===== src/rtl/core/sha256_single_block_compress_assert.svh =====
// Assertion macros for the SHA-256 single-block compressor.
`ifndef SHA256_SINGLE_BLOCK_COMPRESS_ASSERT_SVH
`define SHA256_SINGLE_BLOCK_COMPRESS_ASSERT_SVH
`ifndef ASSERT_OFF
`define SBC_ASSERT(label, prop, msg) \
    label: assert property (@(posedge i_clk) disable iff (!i_rst_n) prop) else $error(msg);
`define SBC_ASSERT_ALWAYS(label, prop, msg) \
    label: assert property (@(posedge i_clk) prop) else $error(msg);
`else
`define SBC_ASSERT(label, prop, msg)
`define SBC_ASSERT_ALWAYS(label, prop, msg)
`endif
`endif


===== src/rtl/core/sha256sbc_pkg.sv =====
// Shared types, constants and SHA-256 functions for the block compressor.
package sha256sbc_pkg;

    localparam int BLOCK_WORDS  = 16;
    localparam int DIGEST_WORDS = 8;
    localparam int ROUNDS       = 64;
    localparam int WORD_W       = 32;
    localparam int WCNT_W       = $clog2(BLOCK_WORDS);
    localparam int RND_W        = $clog2(ROUNDS);
    localparam int DIDX_W       = $clog2(DIGEST_WORDS);

    localparam logic [WCNT_W-1:0] LAST_WORD   = WCNT_W'(BLOCK_WORDS - 1);
    localparam logic [RND_W-1:0]  LAST_ROUND  = RND_W'(ROUNDS - 1);
    localparam logic [DIDX_W-1:0] LAST_DIGEST = DIDX_W'(DIGEST_WORDS - 1);

    typedef logic [WORD_W-1:0] t_word;

    typedef enum logic [1:0] {
        ST_LOAD,
        ST_ROUND,
        ST_OUT
    } t_state;

    typedef struct packed {
        logic load;   // shift in a message word
        logic step;   // shift in the next expanded schedule word
    } t_sched_ctl;

    typedef struct packed {
        logic init;   // load initial hash values
        logic step;   // run one round
    } t_round_ctl;

    localparam t_word ROUND_K [ROUNDS] = '{
        32'h428a2f98, 32'h71374491, 32'hb5c0fbcf, 32'he9b5dba5,
        32'h3956c25b, 32'h59f111f1, 32'h923f82a4, 32'hab1c5ed5,
        32'hd807aa98, 32'h12835b01, 32'h243185be, 32'h550c7dc3,
        32'h72be5d74, 32'h80deb1fe, 32'h9bdc06a7, 32'hc19bf174,
        32'he49b69c1, 32'hefbe4786, 32'h0fc19dc6, 32'h240ca1cc,
        32'h2de92c6f, 32'h4a7484aa, 32'h5cb0a9dc, 32'h76f988da,
        32'h983e5152, 32'ha831c66d, 32'hb00327c8, 32'hbf597fc7,
        32'hc6e00bf3, 32'hd5a79147, 32'h06ca6351, 32'h14292967,
        32'h27b70a85, 32'h2e1b2138, 32'h4d2c6dfc, 32'h53380d13,
        32'h650a7354, 32'h766a0abb, 32'h81c2c92e, 32'h92722c85,
        32'ha2bfe8a1, 32'ha81a664b, 32'hc24b8b70, 32'hc76c51a3,
        32'hd192e819, 32'hd6990624, 32'hf40e3585, 32'h106aa070,
        32'h19a4c116, 32'h1e376c08, 32'h2748774c, 32'h34b0bcb5,
        32'h391c0cb3, 32'h4ed8aa4a, 32'h5b9cca4f, 32'h682e6ff3,
        32'h748f82ee, 32'h78a5636f, 32'h84c87814, 32'h8cc70208,
        32'h90befffa, 32'ha4506ceb, 32'hbef9a3f7, 32'hc67178f2
    };

    localparam t_word INIT_H [DIGEST_WORDS] = '{
        32'h6a09e667, 32'hbb67ae85, 32'h3c6ef372, 32'ha54ff53a,
        32'h510e527f, 32'h9b05688c, 32'h1f83d9ab, 32'h5be0cd19
    };

    function automatic t_word big_sigma0(input t_word x);
        return {x[1:0], x[31:2]} ^ {x[12:0], x[31:13]} ^ {x[21:0], x[31:22]};
    endfunction

    function automatic t_word big_sigma1(input t_word x);
        return {x[5:0], x[31:6]} ^ {x[10:0], x[31:11]} ^ {x[24:0], x[31:25]};
    endfunction

    function automatic t_word small_sigma0(input t_word x);
        return {x[6:0], x[31:7]} ^ {x[17:0], x[31:18]} ^ {3'b000, x[31:3]};
    endfunction

    function automatic t_word small_sigma1(input t_word x);
        return {x[16:0], x[31:17]} ^ {x[18:0], x[31:19]} ^ {10'b0, x[31:10]};
    endfunction

endpackage


===== src/rtl/core/sha256sbc_sched.sv =====
// Message schedule: 16-word shift window with in-place expansion.
module sha256sbc_sched (
    input  logic                      i_clk,
    input  sha256sbc_pkg::t_sched_ctl i_ctl,
    input  sha256sbc_pkg::t_word      i_word,
    output sha256sbc_pkg::t_word      o_wt
);

    // r_win[0] holds W[t] for the current round
    sha256sbc_pkg::t_word r_win [sha256sbc_pkg::BLOCK_WORDS];
    sha256sbc_pkg::t_word n_new;

    always_comb begin
        // W[t+16] from the window taps
        n_new = sha256sbc_pkg::small_sigma1(r_win[14]) + r_win[9]
              + sha256sbc_pkg::small_sigma0(r_win[1]) + r_win[0];
    end

    always_ff @(posedge i_clk) begin
        if (i_ctl.load || i_ctl.step) begin
            for (int i = 0; i < sha256sbc_pkg::BLOCK_WORDS - 1; i++) begin
                r_win[i] <= r_win[i+1];
            end
            r_win[sha256sbc_pkg::BLOCK_WORDS-1] <= i_ctl.load ? i_word : n_new;
        end
    end

    assign o_wt = r_win[0];

endmodule


===== src/rtl/core/sha256sbc_round.sv =====
// Round unit: working variables a..h, one SHA-256 round per step, digest add.
module sha256sbc_round (
    input  logic                                   i_clk,
    input  sha256sbc_pkg::t_round_ctl              i_ctl,
    input  sha256sbc_pkg::t_word                   i_wt,
    input  sha256sbc_pkg::t_word                   i_k,
    input  logic [sha256sbc_pkg::DIDX_W-1:0]       i_out_idx,
    output sha256sbc_pkg::t_word                   o_digest
);

    sha256sbc_pkg::t_word r_var [sha256sbc_pkg::DIGEST_WORDS];
    sha256sbc_pkg::t_word n_t1;
    sha256sbc_pkg::t_word n_t2;
    sha256sbc_pkg::t_word n_ch;
    sha256sbc_pkg::t_word n_maj;

    always_comb begin
        n_ch  = (r_var[4] & r_var[5]) ^ (~r_var[4] & r_var[6]);
        n_maj = (r_var[0] & r_var[1]) ^ (r_var[0] & r_var[2]) ^ (r_var[1] & r_var[2]);
        n_t1  = r_var[7] + sha256sbc_pkg::big_sigma1(r_var[4]) + n_ch + i_k + i_wt;
        n_t2  = sha256sbc_pkg::big_sigma0(r_var[0]) + n_maj;
    end

    always_ff @(posedge i_clk) begin
        if (i_ctl.init) begin
            for (int i = 0; i < sha256sbc_pkg::DIGEST_WORDS; i++) begin
                r_var[i] <= sha256sbc_pkg::INIT_H[i];
            end
        end else if (i_ctl.step) begin
            r_var[0] <= n_t1 + n_t2;
            r_var[1] <= r_var[0];
            r_var[2] <= r_var[1];
            r_var[3] <= r_var[2];
            r_var[4] <= r_var[3] + n_t1;
            r_var[5] <= r_var[4];
            r_var[6] <= r_var[5];
            r_var[7] <= r_var[6];
        end
    end

    // feed-forward of the initial hash, one word at a time on the way out
    assign o_digest = r_var[i_out_idx] + sha256sbc_pkg::INIT_H[i_out_idx];

endmodule


===== src/rtl/core/sha256_single_block_compress.sv =====
// SHA-256 single-block compressor: top level with the round sequencer.
//
// Input channel (i_msg_valid / o_msg_ready / i_message_word): sixteen
// big-endian 32-bit words make one 512-bit block. Every block is hashed
// on its own from the standard initial hash values; no padding, no chaining.
// Output channel (o_dig_valid / i_dig_ready / o_digest_word / o_last_word):
// eight digest words per block, word zero first, o_last_word high on the
// eighth.
// Timing: words one to fifteen only load the schedule window. After the
// sixteenth transaction the shared round unit runs 64 rounds, one per
// cycle, then the digest is offered from the next cycle. No word is taken
// while the rounds run, but words of the next block are taken while the
// digest drains (all but its sixteenth), so back-to-back blocks overlap
// loading with draining, and the round loop sets their pace.
// A stalled receiver holds the current digest word; input keeps loading up
// to the fifteenth word, then o_msg_ready stays low until the digest drains.
// Reset (synchronous, active low) returns the sequencer to loading with no
// words held and no digest pending.
module sha256_single_block_compress (
    input  logic                 i_clk,
    input  logic                 i_rst_n,
    input  logic                 i_msg_valid,
    output logic                 o_msg_ready,
    input  logic [31:0]          i_message_word,
    output logic                 o_dig_valid,
    input  logic                 i_dig_ready,
    output logic [31:0]          o_digest_word,
    output logic                 o_last_word
);

    sha256sbc_pkg::t_state                 r_state;
    sha256sbc_pkg::t_state                 n_state;
    logic [sha256sbc_pkg::WCNT_W-1:0]      r_word_cnt;
    logic [sha256sbc_pkg::RND_W-1:0]       r_round;
    logic [sha256sbc_pkg::DIDX_W-1:0]      r_out_idx;
    logic                                  in_acc;
    logic                                  out_acc;
    logic                                  blk_done;
    sha256sbc_pkg::t_sched_ctl             sched_ctl;
    sha256sbc_pkg::t_round_ctl             round_ctl;
    sha256sbc_pkg::t_word                  wt;

    assign in_acc   = i_msg_valid && o_msg_ready;
    assign out_acc  = o_dig_valid && i_dig_ready;
    assign blk_done = in_acc && (r_word_cnt == sha256sbc_pkg::LAST_WORD);

    // next state
    always_comb begin
        n_state = r_state;
        case (r_state)
            sha256sbc_pkg::ST_LOAD: begin
                if (blk_done) n_state = sha256sbc_pkg::ST_ROUND;
            end
            sha256sbc_pkg::ST_ROUND: begin
                if (r_round == sha256sbc_pkg::LAST_ROUND) n_state = sha256sbc_pkg::ST_OUT;
            end
            sha256sbc_pkg::ST_OUT: begin
                if (out_acc && (r_out_idx == sha256sbc_pkg::LAST_DIGEST)) begin
                    n_state = sha256sbc_pkg::ST_LOAD;
                end
            end
            default: n_state = sha256sbc_pkg::ST_LOAD;
        endcase
    end

    // outputs
    always_comb begin
        o_msg_ready    = 1'b0;
        o_dig_valid    = 1'b0;
        round_ctl.step = 1'b0;
        case (r_state)
            sha256sbc_pkg::ST_LOAD: begin
                o_msg_ready = 1'b1;
            end
            sha256sbc_pkg::ST_ROUND: begin
                round_ctl.step = 1'b1;
            end
            sha256sbc_pkg::ST_OUT: begin
                o_dig_valid = 1'b1;
                // working vars are still busy: hold off the block's last word
                o_msg_ready = (r_word_cnt != sha256sbc_pkg::LAST_WORD);
            end
            default: begin
                o_msg_ready = 1'b0;
            end
        endcase
        sched_ctl.load = in_acc;
        sched_ctl.step = round_ctl.step;
        round_ctl.init = blk_done;
    end

    always_ff @(posedge i_clk) begin
        if (!i_rst_n) begin
            r_state    <= sha256sbc_pkg::ST_LOAD;
            r_word_cnt <= '0;
            r_round    <= '0;
            r_out_idx  <= '0;
        end else begin
            r_state <= n_state;
            if (in_acc) r_word_cnt <= r_word_cnt + 1'b1;
            if (round_ctl.step) r_round <= r_round + 1'b1;
            if (out_acc) r_out_idx <= r_out_idx + 1'b1;
        end
    end

    sha256sbc_sched u_sched (
        .i_clk  (i_clk),
        .i_ctl  (sched_ctl),
        .i_word (i_message_word),
        .o_wt   (wt)
    );

    sha256sbc_round u_round (
        .i_clk     (i_clk),
        .i_ctl     (round_ctl),
        .i_wt      (wt),
        .i_k       (sha256sbc_pkg::ROUND_K[r_round]),
        .i_out_idx (r_out_idx),
        .o_digest  (o_digest_word)
    );

    assign o_last_word = (r_out_idx == sha256sbc_pkg::LAST_DIGEST);

`include "sha256_single_block_compress_assert.svh"

    `SBC_ASSERT(a_round_idle_zero, (r_state != sha256sbc_pkg::ST_ROUND) |-> (r_round == '0), "round counter not zero outside rounds")
    `SBC_ASSERT(a_block_starts, blk_done |=> (r_state == sha256sbc_pkg::ST_ROUND), "sixteenth word did not start rounds")
    `SBC_ASSERT(a_rounds_to_out, ((r_state == sha256sbc_pkg::ST_ROUND) && (r_round == sha256sbc_pkg::LAST_ROUND)) |=> (o_dig_valid && (r_out_idx == '0)), "digest not offered from word zero after last round")
    `SBC_ASSERT_ALWAYS(a_reset_clears, !i_rst_n |=> (!o_dig_valid && (r_word_cnt == '0)), "reset did not clear sequencer")

endmodule


===== config.mk =====
export PLATFORM = sky130hd
export DESIGN_NAME = sha256_single_block_compress
export DESIGN_NICKNAME = d
export VERILOG_FILES = /design/src/rtl/core/sha256sbc_pkg.sv /design/src/rtl/core/sha256sbc_sched.sv /design/src/rtl/core/sha256sbc_round.sv /design/src/rtl/core/sha256_single_block_compress.sv
export VERILOG_INCLUDE_DIRS = /design/src /design/src/rtl/core
export SDC_FILE = /design/constraint.sdc
export NUM_CORES = 2
export LEC_CHECK = 0
export BUFFER_PORTS_ARGS = -buffer_cell sky130_fd_sc_hd__buf_2
export CAP_MARGIN = 20
export CORE_MARGIN = 2
export CORE_UTILIZATION = 64
export DETAILED_ROUTE_END_ITERATION = 16
export PLACE_DENSITY = 0.81
export SYNTH_ARGS = -nofsm -noshare
export SYNTH_HDL_FRONTEND = slang
export SYNTH_SLANG_ARGS = --single-unit

===== constraint.sdc =====
create_clock -name i_clk -period 19.6 [get_ports i_clk]
set_input_delay 3.92 -clock i_clk [delete_from_list [all_inputs] [get_ports i_clk]]
set_output_delay 3.92 -clock i_clk [all_outputs]
set_load 0.1 [all_outputs]

==> impl_results.md <==
* RSZ-0062 raised after global routing: no
* Die Width at between 200 and 300 um
* Mux share of post-synthesis cell area at 0.0531
* Post-CTS Setup Inserts at 0
* DR WL/cell at 28.1 um
* Max frequency at around 0.096 GHz
* First-pass GRT wire length at 188 mm
* FF+latch area at ~23000 um2
* Post-DP HPWL at ~95 mm
* Slew @ Worst Pin at between 1 and 1.5 ns
* Final WL at approximately 130 mm
* Area fraction in compound gates after synthesis at 0.0939
* Most frequent cell after synthesis: edfxtp_1
* Worst Hold Path Cells at 0
* Via count at 29900
* Design Area, Final at 49300 um2
* CTS Sinks at 786
* Layout cells sized above 1 at 0.109
* CTS Buffer Depth at 3
* Top-area cell type share of the netlist area at 0.507
* Min Hold Slack at 0.410 ns
* Synth Area in Simple Gates at 0.0848
* Clk_skew at 0.0245 ns
* Status: completed
* Post-CTS sizing at 0
* Die span in y at around 270 um
* Drt drc at 0
* FP Rows at 97
* Peak supply drop at approximately 0.16 mV
* Placer Congestion at 0.999
* Die ar. at 73300 um2
* Initial Utilization at 0.648
* Final nets at 4003
* GR Util All Layers at 0.354
* Mean post-synth cell area at 12.6 um2
* Hold buffers post-CTS at 0
* Port Buffers at 70
* CP Launch Type: register
* Main combinational cell family by area after synthesis: adder cells
* Fin Setup TNS at 0 ns
* Cells after DPL at 4452
* Core ar. at 70300 um2
* Vias in the first global route at 28600
* Xor/xnor share of the synthesized area at 0.0777
* Commonest cells in the synthesized netlist: edfxtp_1 (768), xnor2_1 (286), inv_1 (264)
* Synth Area in Adders at 0.139
* WS Path Type: reg -> out
* Crit share post-route at 0.530
* Synth warn at 0
* Initial antenna violation count at 0
* Period minus WS final at 10.39 ns
* Crit. End Element: primary output
* R2r setup slk at 10.25 ns
* Post-synth top area cell: edfxtp_1
* Post-DRT Antenna Nets at 0
* Filler cells at 4683
* Yosys reg bits at 786
* Static leakage at 18.2 nW
* GRT overflow at 0
* Top cells by area, synth: edfxtp_1 (51%), fa_1 (8.4%), xnor2_1 (5.5%)
* End of the worst register-to-register path: u_round.r_var[0][31]$_SDFFCE_PN0P_
* Endpoints failing hold at 0
* CP Data Required Time at 15.68 ns
* Syn_nets at 4010
* CP max FO at 36
* R2R depth at 29
* Area grow syn2layout at 8.34%
* Top-level I/O count at 71
* Max-cap viol count at 0
* Clock H-tree levels at 3
* Hold_sp: u_sched.r_win[0][146]$_DFFE_PP_
* Yosys cell types at 84
* Slew Limit Fails at 0
* Initial DRC Count at 4010
* TritonCTS clock tree: yes
* Hold Path Class: reg -> reg
* Slew headroom at 0.194
* Hold endpoint: u_sched.r_win[0][114]$_DFFE_PP_
* Arrival time worst endpoint at 6.47 ns
* Synth Flop Type: edfxtp_1
* Post-Layout Cell Count at 4600
* DR pass1 iterations at 6
* Fraction of registers with async set/reset at 0
* Syn Inst Count at between 3000 and 4000
* N_diodes at 0
* Post-synth EDFFs at 768
* Clock slew at reported path FFs at 0.07 ns
* Largest net degree at the start of global routing at 214
* Cell Area, Placed at roughly 47000 um2
* Num CTS Buffers at 79
* DR vias/cell at 6.50
* Worst R2R Start: r_round[0]$_SDFFE_PN0P_
* Final setup viols at 0
* Multi-input gate area at 20400 um2
* Pwr Density at 125 nW/um2
* Seq/Total Area, Yosys at 0.515
* Clock Tree Root: clkbuf_16
* Clk Latency, worst-skew pair at 0.65 ns
* Syn Std Cell Area at around 46000 um2
-- registers in the layout, summed over array words and instances (netlist names), named ones only --
register       count
u_sched.r_win    512
u_round.r_var    256
r_round            6
r_word_cnt         4
r_out_idx          3
r_state            2
-- layer usage --
| metal | vias to the layer above | share of wire | global-route usage |
|---|---|---|---|
| met2 | 1894 | 0.46 | 0.551 |
| li1 | 12800 | - | - |
| met4 | 0 | 0.064 | 0.184 |
| met5 | - | 0 | 0 |
| met3 | 405 | 0.093 | 0.0658 |
| met1 | 14800 | 0.38 | 0.479 |
-- worst max path at each step --
stage / startpoint / end / depth (start not counted)
floorplan: i_msg_valid / u_sched.r_win[0][0]$_DFFE_PP_ / 3
global placement: register / o_digest_word[31] / 16
detailed placement: register / o_digest_word[31] / 16
CTS: register / o_digest_word[31] / 16
global route: register / o_digest_word[31] / 16
finish: register / o_digest_word[31] / 16
-- through the flow --
stage,setup slack (ns),total power [W],utilization
after floorplan,3.27,0.00390,-
after global placement,9.83,0.00447,0.663
after detailed placement,9.85,0.00452,0.663
after CTS,9.18,0.00610,0.701
after global routing,8.85,0.00644,0.702
final,9.21,0.00614,0.702
-- logic make-up (layout without fill, tap and decap cells) --
| logic type | Yosys count | count (layout) |
|---|---|---|
| fa+ha+maj | 394 | 394 |
| buf+inv | 451 | 510 |
| flops | 786 | 786 |
| xor+xnor | 402 | 402 |
| simple gates | 775 | 775 |
| compound gates | 650 | 650 |
| mux | 143 | 143 |
-- critical path: stages, from the launching register on --
cell	delay [ns]
dfxtp_4	0.71
buf_4	0.71
mux4_2	0.59
mux2i_1	0.37
inv_1	0.09
ha_1	0.29
a21o_1	0.18
a21o_1	0.23
a2111oi_2	0.57
o32ai_1	0.29
nor4_1	0.35
o21ba_2	0.23
o2bb2ai_1	0.10
o21ai_0	0.10
a21oi_1	0.20
xnor2_1	0.25
buf_2	0.52
-- cells in the final DEF (no fill, tap or decap), types with 13 or more instances in the layout --
| master | count |
|---|---|
| o21a_1 | 28 |
| a31oi_1 | 20 |
| and3_1 | 14 |
| a311oi_1 | 13 |
| mux4_2 | 73 |
| nand2b_1 | 134 |
| edfxtp_1 | 768 |
| nand4_1 | 13 |
| a21oi_1 | 181 |
| o211ai_1 | 14 |
| mux2_2 | 59 |
| o31ai_1 | 15 |
| nor2b_1 | 23 |
| a21o_1 | 86 |
| dfxtp_1 | 13 |
| buf_2 | 70 |
| a211oi_1 | 28 |
| o21bai_1 | 16 |
| xnor2_1 | 286 |
| nand3_1 | 43 |
| clkinv_2 | 15 |
| maj3_1 | 21 |
| nor2_1 | 169 |
| nand2_1 | 193 |
| fa_1 | 190 |
| clkinv_1 | 14 |
| and2_1 | 109 |
| buf_4 | 24 |
| clkbuf_16 | 79 |
| xor2_1 | 115 |
| ha_1 | 183 |
| nor3_1 | 46 |
| inv_1 | 264 |
| o21ai_0 | 140 |
-- report_power, final --
group / internal (W) / switching, W / total (W)
sequential: 0.00203 / 0.000105 / 0.00213
combinational: 0.000989 / 0.00146 / 0.00245
clock: 0.000876 / 0.000688 / 0.00156
-- final cells by class --
class,instances,share of cell area
inverters,266,0.0203
repair buffers,97,0.0120
flip-flops and latches,786,0.475
clock inverters,63,0.0140
multi-input cells,2364,0.414
clock buffers,84,0.0405
well taps,940,0.0239
(Power assumes the default switching activity.)
